`config.mk`:
```
export PLATFORM = sky130hd
export DESIGN_NAME = csh_div
export DESIGN_NICKNAME = d
export VERILOG_FILES = /design/src/csh_pkg.sv /design/src/csh_div.sv
export SDC_FILE = /design/constraint.sdc
export NUM_CORES = 1
export LEC_CHECK = 0
export CAP_MARGIN = 20
export CORE_ASPECT_RATIO = 0.9
export CORE_UTILIZATION = 58
export DETAILED_ROUTE_END_ITERATION = 10
export DONT_BUFFER_PORTS = 1
export PLACE_DENSITY = 0.81
export SETUP_SLACK_MARGIN = 0.5
export SYNTH_ARGS = -nofsm -noshare
export SYNTH_HDL_FRONTEND = slang
export SYNTH_SLANG_ARGS = --single-unit
export TNS_END_PERCENT = 20
```
`constraint.sdc`:
```
create_clock -name clk -period 3.2 [get_ports clk]
set_clock_uncertainty 0.2 [all_clocks]
set_input_delay 0.64 -clock clk [delete_from_list [all_inputs] [get_ports clk]]
set_output_delay 0.64 -clock clk [all_outputs]
set_load 0.005 [all_outputs]
```
`src/csh_pkg.sv`:
```
`timescale 1ns / 1ps

package csh_pkg;

	localparam int COORD_BITS = 24;
	localparam int DIST_BITS  = ((2 * COORD_BITS) + 2 > 64) ? 64 : (2 * COORD_BITS) + 2;
	localparam int DIFF_W     = COORD_BITS + 1;
	localparam int CROSS_W    = (2 * DIFF_W) + 1;
	localparam int NUM_W      = CROSS_W + COORD_BITS;
	localparam int QUO_W      = DIFF_W;
	localparam int SQ_W       = (2 * QUO_W) + 1;
	localparam int CNT_W      = $clog2(NUM_W + 1);
	localparam int IDX_W      = 3;
	localparam int IN_DATA_W  = ((4 * COORD_BITS + 7) / 8) * 8;
	localparam int OUT_DATA_W = ((2 * COORD_BITS + DIST_BITS + 7) / 8) * 8;

	localparam logic [IDX_W-1:0] REG_QUERY_X      = IDX_W'(0);
	localparam logic [IDX_W-1:0] REG_QUERY_Y      = IDX_W'(1);
	localparam logic [IDX_W-1:0] REG_QUERY_DX     = IDX_W'(2);
	localparam logic [IDX_W-1:0] REG_QUERY_DY     = IDX_W'(3);
	localparam logic [IDX_W-1:0] REG_SEGMENT_MODE = IDX_W'(4);
	localparam logic [IDX_W-1:0] REG_MIN_DIST2    = IDX_W'(5);

	localparam logic [DIST_BITS-1:0] MIN_DIST2_RESET = DIST_BITS'(167772);
	localparam logic [DIST_BITS-1:0] DIST_MAX        = {DIST_BITS{1'b1}};

	typedef struct packed {
		logic load;
		logic step;
	} div_ctl_t;

	function automatic logic signed [CROSS_W-1:0] pp_term(
		input logic                       b,
		input logic signed [CROSS_W-1:0]  m,
		input logic                       msb
	);
		logic signed [CROSS_W-1:0] t;
		t = b ? m : '0;
		return msb ? -t : t;
	endfunction

endpackage

```
`src/csh_div.sv`:
```
`timescale 1ns / 1ps

module csh_div (
	input  logic                          clk,
	input  csh_pkg::div_ctl_t             ctl,
	input  logic [csh_pkg::NUM_W-1:0]     num,
	input  logic [csh_pkg::CROSS_W-1:0]   den,
	output logic [csh_pkg::QUO_W-1:0]     quo,
	output logic                          big
);
	import csh_pkg::*;

	logic [NUM_W-1:0]   num_q;
	logic [CROSS_W-1:0] rem_q;
	logic [QUO_W-1:0]   quo_q;
	logic               big_q;
	logic [CROSS_W:0]   trial;
	logic [CROSS_W:0]   diff;
	logic               fits;

	always_comb begin
		trial = {rem_q, num_q[NUM_W-1]};
		fits  = trial >= {1'b0, den};
		diff  = trial - {1'b0, den};
	end

	always_ff @(posedge clk) begin
		if (ctl.load) begin
			num_q <= num;
			rem_q <= '0;
			quo_q <= '0;
			big_q <= 1'b0;
		end else if (ctl.step) begin
			num_q <= num_q << 1;
			rem_q <= fits ? diff[CROSS_W-1:0] : trial[CROSS_W-1:0];
			quo_q <= {quo_q[QUO_W-2:0], fits};
			big_q <= big_q | quo_q[QUO_W-1];
		end
	end

	assign quo = quo_q;
	assign big = big_q;

endmodule
```
==> impl_results.md, run 1 <==
* Worst Setup SP: rem_q[14]
* Fin crit share at 1.00
* Die Y at 123 um
* VDD IR max at 461 uV
* Die Width at 137 um
* Required time of the critical path at 3.34 ns
* Layout cells sized above 1 at 0.321
* Core area at 0.0157 sq mm
* # setup viols final at 1
* Net Count, Synth at 1177
* Max Slew Vio Count at 0
* Seq/Total Area, Yosys at 0.401
* Adder-cell share of the synthesized area at 0.0696
* Top cell type's share of synthesized area at 0.238
* First-pass GRT wire length at 37700 um
* CP startpoint kind: register
* Fmax at 311 MHz
* Clk Latency, worst-skew pair at 0.43 ns
* Vias in the first global route at 7628
* Clock-pin transition on the worst setup and hold timing paths at 0.07 ns
* Endpoint class of the critical path: register
* WP depth at 12
* Gpl congestion at 0.938
* Area leader, netlist: edfxtp_1
* Post-synth EDFFs at 75
* Post-synth cell types at 64
* Ranking of synthesized cells by area: edfxtp_1, dfxtp_1, mux2_2
* Synth Area in XOR/XNOR at 0.0426
* CTS tree: built
* Vias at 8195
* # H-tree levels at 4
* Overall routing resource usage at 0.289
* Syn-to-layout area delta at 26.6%
* Full die area at 0.0168 sq mm
* Simple-Gate Fraction of Synth Area at 0.115
* Most common cell on crit path: o21ai_1
* Beginning of the worst hold path: ctl[0]
* Crit Path Class: register to register
* Min setup slack post-route at -0.0141 ns
* Max incr delay on CP at 0.55 ns
* Pre-antenna DRT Iters at 6
* Crit path max-delay family: compound AO/OA/AOI/OAI gates
* Leak at 0.00505 uW
* Reg2reg path depth at 12
* Final HPWL DP at 16400 um
* DR DRC count at 0
* Dpl cell area at 0.0105 sq mm
* Class of the tightest hold or removal check: input pin to register
* Initial antenna violation count at 1
* Outcome: complete, but fails checks
* Hold Path Depth at 1
* Slew Limit Headroom at 0.701
* Pwr Total at 6750 uW
* Port buffer count at 0
* Largest net degree at the start of global routing at 153
* Worst r2r src: rem_q[14]
* Synth async-reset ratio at 0
* Critical path arrival at 3.35 ns
* Avg Cell Area, Syn at 9.49 sq um
* Syn Std Cell Area at 0.00946 sq mm
* Final-report hold violation count at 0
* Antenna-violating nets left at 0
* Layout fillers at 950
* Finished Cell Area at 0.0120 sq mm
* Routed WL at 25700 um
* Unrepaired setup endpoints after global routing: yes
* DR iter-0 viols at 865
* Max Cap Violations at 0
* IO Pins at 155
* Max FO, Critical Path at 7
* Largest family of logic cells by synthesized area: compound AO/OA/AOI/OAI gates
* Syn Inst Count at 996
* Power Density at 564 mW/mm^2
* Clock sinks at 152
* Pre-CTS WS at -0.360 ns
* CTS buffer count at 17
* Compound-Gate Fraction of Synth Area at 0.176
* # hold bufs at CTS at 0
* Total grt overflow at 0
* Clk root buf: clkbuf_16
* Slowest cell on crit path: or4b_1
* Row count at 43
* Nets at 1285
* Failing checks: negative setup slack
* CTS Buffer Depth at 2
* Crit path time final at 3.21 ns
* Pin slew with the least headroom to its limit at 0.443 ns
* Number of synthesized register bits at 152
* Ys Warns at 0
* Ys flop type: dfxtp_1
* Drt via density at 6.21
* Worst path cell trace: ha_1, a21oi_1, o21ai_1, a22oi_2, o211ai_1, a31oi_2, o21ai_4, buf_4, nand3_1, o21ai_1, or4b_1, o311ai_2
* Routed len/inst at 19.5 um
* Mux cell area share after synthesis at 0.144
* Worst Path Buf+Inv at 1
* Initial Utilization at 0.604
## layout make-up
type,instances,area (sq um),area share
antenna,1,2.50,0.000209
clock buffer,18,439,0.0367
clock inverter,14,154,0.0129
inverter,68,275,0.0230
multi-input combinational,724,5810,0.485
sequential,152,3790,0.317
tap,202,253,0.0211
timing repair buffer,141,1240,0.104
## metrics by stage
stage          TNS (ns)  instances  hold slack, ns   util
2_1_floorplan    -0.399        996           0.254      -
3_3_place_gp      -8.52       1264           0.263  0.673
3_5_place_dp     -13.53       1264           0.267  0.673
4_1_cts               0       1306          0.0786  0.728
5_1_grt          -0.637       1320          0.0885  0.765
6_report        -0.0141       1320           0.105  0.765
## metal layers
| metal | wire (um) | share of wire | GRT usage |
|---|---|---|---|
| met3 | 1790 | 0.070 | 0.0705 |
| met4 | 649 | 0.025 | 0.0840 |
| met5 | 0 | 0 | 0 |
| met2 | 12300 | 0.48 | 0.471 |
| met1 | 11000 | 0.43 | 0.379 |
## cell usage after synthesis, types with 2 or more instances
master    count
a211o_1       3
a211oi_1     40
a21boi_0      2
a21o_1       21
a21oi_1      67
a221oi_1      3
a311oi_1      5
a31oi_1      11
a41oi_1       3
and2_1        3
and3_1        9
and4_1        2
buf_1         5
buf_2         4
buf_4         2
buf_6         3
clkbuf_1     38
clkinv_1      2
dfxtp_1      77
edfxtp_1     75
ha_1         51
inv_1        66
mux2_2       74
mux2i_1      53
nand2_1      67
nand2b_1      5
nand3_1      11
nand4_1      12
nor2_1      107
nor2b_1       3
nor3_1       12
nor4_1        2
o211a_1       5
o211ai_1      8
o21a_1        9
o21ai_0      50
o21ai_1       2
o21bai_1     11
o22ai_1       3
or2_2         2
xnor2_1      24
xor2_1       22
## report_power, final
part           switching, uW  total, uW  leakage (uW)  internal (uW)
clock                    918       2050      0.000294           1130
combinational           1170       2350       0.00336           1180
sequential               109       2350       0.00140           2240
total                   2200       6750       0.00505           4550
## registers in the layout, indices dropped and copies added, names as in the netlist
register	flops
big	1
num_q	75
quo	25
rem_q	51
## what timing repair did
action / CTS / global route
resized for setup: 30 / 119
gates cloned: 3 / 1
setup buffers: 7 / 12
pin swaps: 23 / 77
endpoints found under the setup margin: 52 / 52
## cells in the final DEF (no fill, tap or decap), types with 13 or more instances in the layout
master	count
ha_1	42
mux2_2	74
a21o_1	20
buf_4	122
clkbuf_16	18
nor2_1	105
o21ai_1	16
nand2_1	56
a21oi_1	51
edfxtp_1	75
dfxtp_1	77
inv_1	62
xor2_1	20
mux2i_1	49
o21ai_0	23
a21oi_2	13
xnor2_1	21
a211oi_1	29
## logic make-up (layout without fill, tap and decap cells)
group,count (synthesis),in the layout
multiplexers,127,127
buffers and inverters,120,241
other,0,1
AO/OA/AOI/OAI,255,255
adder cells (fa/ha/maj),52,52
AND/OR/NAND/NOR,244,244
XOR/XNOR,46,46
flip-flops,152,152
## path summary, 6_finish.rpt
path              slack (ns)   endpoint
hold reg to reg         0.30  rem_q[45]
hold / removal          0.10   rem_q[5]
setup / recovery       -0.01  rem_q[49]
setup reg to reg       -0.01  rem_q[49]
Note: power is estimated with default switching activity, not from simulation.
==> run 2: changes to the inputs <==
Settings changed: PLACE_DENSITY 0.81 to 0.82.
==> run 2 against run 1 <==
Highest routed layer unchanged. Global-route usage is 0.46 points higher. Critical path depth is 1 higher. Critical path type unchanged. Combinational power hardly changed. Register-to-register slack worse by 0.02 ns. The run still ends with negative setup slack left.
==> impl_results.md, run 2 (same netlist as run 1, synthesis figures left out) <==
* Core area at 0.0157 sq mm
* # setup viols final at 1
* Final Util at 0.767
* Leak at 0.00503 uW
* Required time of the critical path at 3.34 ns
* Most frequent cells in the layout: buf_4, nor2_1, edfxtp_1
* Most common cell on crit path: o211a_1
* Clock-pin transition on the worst setup and hold timing paths at 0.07 ns
* Outcome: complete, but fails checks
* Reg2reg path depth at 13
* Die Width at 137 um
* Max reg flops at 75
* First-pass GRT wire length at 38200 um
* DR iter-0 viols at 865
* CTS Buffer Depth at 2
* Pre-CTS WS at -0.346 ns
* Final HPWL DP at 16600 um
* Routed WL at 26200 um
* CTS buffer count at 17
* Clk root buf: clkbuf_16
* Hold worst-path end: rem_q[4]
* Vias at 8287
* # hold bufs at CTS at 0
* Layout fillers at 923
* Clock sinks at 152
* Vias in the first global route at 7873
* R2R setup slack at -0.03 ns
* Max incr delay on CP at 0.48 ns
* Overall routing resource usage at 0.293
* Failing checks: negative setup slack
* Beginning of the worst hold path: ctl[0]
* IO Pins at 155
* Worst r2r src: num_q[74]
* Unrepaired setup endpoints after global routing: yes
* Min setup slack post-route at -0.0301 ns
* Reg2reg end: rem_q[49]
* Class of the tightest hold or removal check: input pin to register
* Layout cells sized above 1 at 0.324
* Pre-antenna DRT Iters at 5
* Crit path time final at 3.23 ns
* Endpoint class of the critical path: register
* Syn-to-layout area delta at 27.0%
* Antenna-violating nets left at 0
* Fmax at 310 MHz
* Final-report hold violation count at 0
* Initial Utilization at 0.604
* Slowest cell on crit path: or4b_1
* Worst path cell trace: inv_2, ha_4, buf_6, nor2b_4, o211a_1, o211a_1, or2_4, a31o_4, a211o_4, a31oi_4, nor3_2, or4b_1, o311ai_2
* Largest net degree at the start of global routing at 153
* Reg with most FFs: num_q
* Fin crit share at 1.01
* Die Y at 123 um
* VDD IR max at 571 uV
* Gpl congestion at 0.931
* Row count at 43
* Hold Path Depth at 1
* Power Density at 564 mW/mm^2
* Total grt overflow at 0
* CP startpoint kind: register
* Initial antenna violation count at 1
* Full die area at 0.0168 sq mm
* Pin slew with the least headroom to its limit at 0.500 ns
* Max Slew Vio Count at 0
* # H-tree levels at 4
* DR DRC count at 0
* Slew Limit Headroom at 0.664
* Routed len/inst at 19.9 um
* Nets at 1285
* Clk Latency, worst-skew pair at 0.44 ns
* Critical path arrival at 3.37 ns
* Most common cell after layout, fill and taps aside: buf_4
* Drt via density at 6.28
* Crit Path Class: register to register
* Max Cap Violations at 0
* CTS tree: built
* Port buffer count at 0
* Max FO, Critical Path at 2
-- run 2: cell types whose count changed in the layout (fill, tap and decap cells not counted), moves of 4 or more --
| cell | change |
|---|---|
| buf_4 | -4 |
| dfxtp_1 | -5 |
| o21ai_2 | -4 |
| inv_8 | +4 |
| dfxtp_2 | +5 |
| buf_6 | +5 |
-- run 2: timing repair --
| action | in CTS | in global routing |
|---|---|---|
| hold endpoints to repair | 0 | 0 |
| pin swaps | 22 | 101 |
| setup buffers | 6 | 8 |
| gates cloned | 3 | 1 |
| setup endpoints to repair | 52 | 52 |
| gates resized for setup | 38 | 118 |
-- run 2: final cells by class --
class / instances / area, sq um / area share
Tap cell: 202 / 253 / 0.0210
Multi-Input combinational cell: 724 / 5830 / 0.486
Inverter: 68 / 265 / 0.0221
Clock buffer: 19 / 454 / 0.0378
Sequential cell: 152 / 3800 / 0.316
Timing Repair Buffer: 141 / 1250 / 0.104
Clock inverter: 13 / 149 / 0.0124
Antenna cell: 1 / 2.50 / 0.000208
-- run 2: worst max-delay path: cells and delay by family (launching register included) --
kind	cells	cell delay [ns]
AO/OA/AOI/OAI	6	1.31
AND/OR/NAND/NOR	4	0.86
flip-flops	1	0.44
buffers and inverters	2	0.19
adder cells (fa/ha/maj)	1	0.14
-- run 2: metrics by stage --
stage | cell area [sq um] | total power [uW] | hold WS [ns] | instances | TNS, ns
5_1_grt | 12000 | 7040 | 0.0889 | 1320 | -0.291
3_5_place_dp | 10600 | 4170 | 0.291 | 1269 | -11.55
6_report | 12000 | 6780 | 0.103 | 1320 | -0.0301
4_1_cts | 11500 | 6450 | 0.0730 | 1310 | 0
3_3_place_gp | 10600 | 4120 | 0.271 | 1269 | -6.60
2_1_floorplan | 9590 | 3610 | 0.254 | 996 | -0.399
-- run 2: worst max-delay path by stage --
stage | startpoint | to | slack [ns] | cells past startpoint
floorplan | den[1] | rem_q[49] | -0.06 | 12
global placement | den[0] | rem_q[42] | -0.24 | 13
detailed placement | den[0] | rem_q[49] | -0.35 | 11
CTS | num_q[74] | rem_q[49] | 0.005 | 13
global route | rem_q[23] | rem_q[49] | -0.09 | 13
finish | num_q[74] | rem_q[49] | -0.03 | 13
-- run 2: report_power, final --
part | switching, uW | internal [uW]
Combinational | 1170 | 1180
Clock | 912 | 1160
Sequential | 115 | 2250
Total | 2200 | 4580
-- run 2: per-layer routing --
layer,global-route usage,part of all wire
met1,0.373,0.40
met2,0.475,0.48
met3,0.0722,0.080
met4,0.125,0.039
met5,0,0
==> run 3: changes to the inputs <==
Settings changed: ABC_AREA set to 1, CORE_UTILIZATION 58 to 59, PLACE_DENSITY 0.82 to 0.84.
==> run 3 against run 2 <==
The run now ends clean. Combinational power decreased by 83%. Non-clock buffer count decreased by 116. Sequential cell count unchanged. Worst hold slack improved by 0.012 ns. Sequential share of layout area decreased by 0.22 points. Critical endpoint is now rem_q[40].
==> impl_results.md, run 3 <==
* Required time of the critical path at 3.36 ns
* Comb power frac at 0.088
* Internal power at 3370 uW
* Syn Inst Count at 1700
* Gpl congestion at 0.992
* Power share of the clock group at 0.443
* Top post-synthesis cells by count: nand2_1, inv_1, nor2_1
* Critical path arrival at 2.83 ns
* P_sw at 1300 uW
* Routed WL at 31400 um
* Clk root buf: clkbuf_16
* Crit path time final at 2.67 ns
* Finished Cell Area at 0.0121 sq mm
* Seq pwr share at 0.469
* Worst hold slack at 0.116 ns
* Port buffer count at 0
* Ys flop type: dfxtp_1
* Max FO, Critical Path at 9
* Post-synth EDFFs at 75
* Total grt overflow at 0
* Power Density at 387 mW/mm^2
* Net Count, Synth at 1881
* Leak at 0.00642 uW
* Synth async-reset ratio at 0
* DR iter-0 viols at 1016
* Reg with most FFs: num_q
* Die Width at 145 um
* Drt via density at 5.48
* Pre-antenna DRT Iters at 7
* Layout fillers at 1540
* Non-filler cells, final at 1947
* Final HPWL DP at 22900 um
* Outcome: complete, no violations
* Top cell type's share of synthesized area at 0.245
* Ys Warns at 0
* Max reg flops at 75
* R2R setup slack at 0.53 ns
* Clock-pin transition on the worst setup and hold timing paths at 0.08 ns
* Fin crit share at 0.835
* Unrepaired setup endpoints after global routing: yes
* VDD IR max at 362 uV
* Avg Cell Area, Syn at 6.38 sq um
* CTS Buffer Depth at 2
* Most frequent cells in the layout: nand2_1, inv_1, nor2_1
* Setup TNS at 0 ns
* Worst r2r src: num_q[74]
* Most common cell after layout, fill and taps aside: nand2_1
* Seq/Total Area, Yosys at 0.350
* Fmax at 374 MHz
* Max Cap Violations at 0
* Full die area at 0.0189 sq mm
* Antenna diode count at 0
* Dpl cell area at 0.0111 sq mm
* Row count at 46
* CP startpoint kind: register
* CTS buffer count at 17
* Core area at 0.0178 sq mm
* Overall routing resource usage at 0.330
* Crit Path Class: register to register
* Class of the tightest hold or removal check: input pin to register
* Beginning of the worst hold path: ctl[1]
* Crit path max-delay family: simple AND/OR/NAND/NOR gates
* Pin slew with the least headroom to its limit at 0.594 ns
* Reg2reg end: rem_q[40]
* Slowest cell on crit path: fa_2
* # hold bufs at CTS at 0
* Max Slew Vio Count at 0
* Vias in the first global route at 9544
* Slew Limit Headroom at 0.604
* Clk Latency, worst-skew pair at 0.44 ns
* Hold worst-path end: rem_q[34]
* Area leader, netlist: nand2_1
* Sw Share at 0.279
* Initial antenna violation count at 0
* IO Pins at 155
* Number of synthesized register bits at 152
* Nets at 1875
* Max incr delay on CP at 0.42 ns
* Antenna-violating nets left at 0
* # H-tree levels at 4
* Reg2reg path depth at 13
* Post-synth cell types at 36
* Final-report hold violation count at 0
* Ranking of synthesized cells by area: nand2_1, edfxtp_1, dfxtp_1
* First-pass GRT wire length at 47600 um
* Initial Utilization at 0.609
* Clock sinks at 152
* Routed len/inst at 16.1 um
* Syn-to-layout area delta at 11.4%
* Hold Path Depth at 1
* Most common cell on crit path: nand3_4
* # setup viols final at 0
* Vias at 10700
* Syn Std Cell Area at 0.0108 sq mm
* Layout cells sized above 1 at 0.0726
* Die Y at 131 um
* CTS tree: built
* Worst path cell trace: inv_1, ha_2, fa_2, nor2_2, or2_4, nand2_1, nand3_4, nand3_4, a21oi_4, buf_6, clkbuf_16, nand3_1, a21oi_1
* Largest net degree at the start of global routing at 90
* DR DRC count at 0
* Worst Path Buf+Inv at 3
* Count leader, synth: nand2_1
* Placed cell count at 1907
* Endpoint class of the critical path: register
run 3: layout make-up:
class                      count  area (sq um)  area share
tap                          240           300      0.0249
inverter                     313          1180      0.0974
sequential                   152          3790       0.314
clock buffer                  17           425      0.0352
multi-input combinational   1185          5890       0.488
clock inverter                15           186      0.0154
timing repair buffer          25           304      0.0252
run 3: worst max path at each step:
| stage | start | to | slack, ns | depth (start not counted) |
|---|---|---|---|---|
| 6_report | num_q[74] | rem_q[40] | 0.53 | 13 |
| 3_3_place_gp | den[28] | rem_q[48] | 0.17 | 13 |
| 4_1_cts | num_q[74] | rem_q[48] | 0.50 | 13 |
| 2_1_floorplan | den[0] | rem_q[39] | 0.52 | 13 |
| 3_5_place_dp | den[28] | rem_q[48] | 0.15 | 13 |
| 5_1_grt | rem_q[34] | rem_q[40] | 0.41 | 13 |
run 3: per-layer routing:
metal,GRT usage,share of wire,vias up
met5,0,0,-
li1,-,-,5266
met3,0.0780,0.10,53
met4,0.112,0.021,0
met1,0.461,0.44,4851
met2,0.499,0.44,509
run 3: worst reg2reg max path: cells and delay by family, from the launching register on:
kind                     cells  cell delay (ns)
buffers and inverters        3             0.39
adder cells (fa/ha/maj)      2             0.60
AO/OA/AOI/OAI                2             0.37
AND/OR/NAND/NOR              6             0.68
flip-flops                   1             0.35
run 3: per-stage QoR:
step / setup WS [ns] / total power, uW / utilization
after global placement: 0.167 / 2600 / 0.624
after detailed placement: 0.147 / 2610 / 0.624
after global routing: 0.406 / 4830 / 0.679
after floorplan: 0.517 / 2540 / -
final: 0.528 / 4670 / 0.679
after CTS: 0.503 / 4670 / 0.661
run 3: power by group through the flow:
| stage | Clock, uW | Combinational [uW] | Sequential [uW] |
|---|---|---|---|
| finish | 2070 | 409 | 2190 |
| floorplan | 0 | 313 | 2220 |
| detailed placement | 0 | 379 | 2230 |
| global route | 2170 | 460 | 2200 |
| CTS | 2100 | 385 | 2190 |
| global placement | 0 | 373 | 2230 |
run 3: cells by family (layout without fill, tap and decap cells):
group	count (synthesis)	after routing	share of synthesized area
buf+inv	363	370	0.129
flops	152	152	0.350
xor+xnor	25	25	0.0202
compound gates	116	116	0.0616
simple gates	992	992	0.379
fa+ha+maj	52	52	0.0607
run 3: what timing repair did:
action | 4_1_cts | 5_1_grt
buffers inserted | 0 | 5
setup endpoints to repair | 14 | 52
cloned | 1 | 2
endpoints found under the hold margin | 0 | 0
pin swaps | 1 | 7
resized for setup | 4 | 42
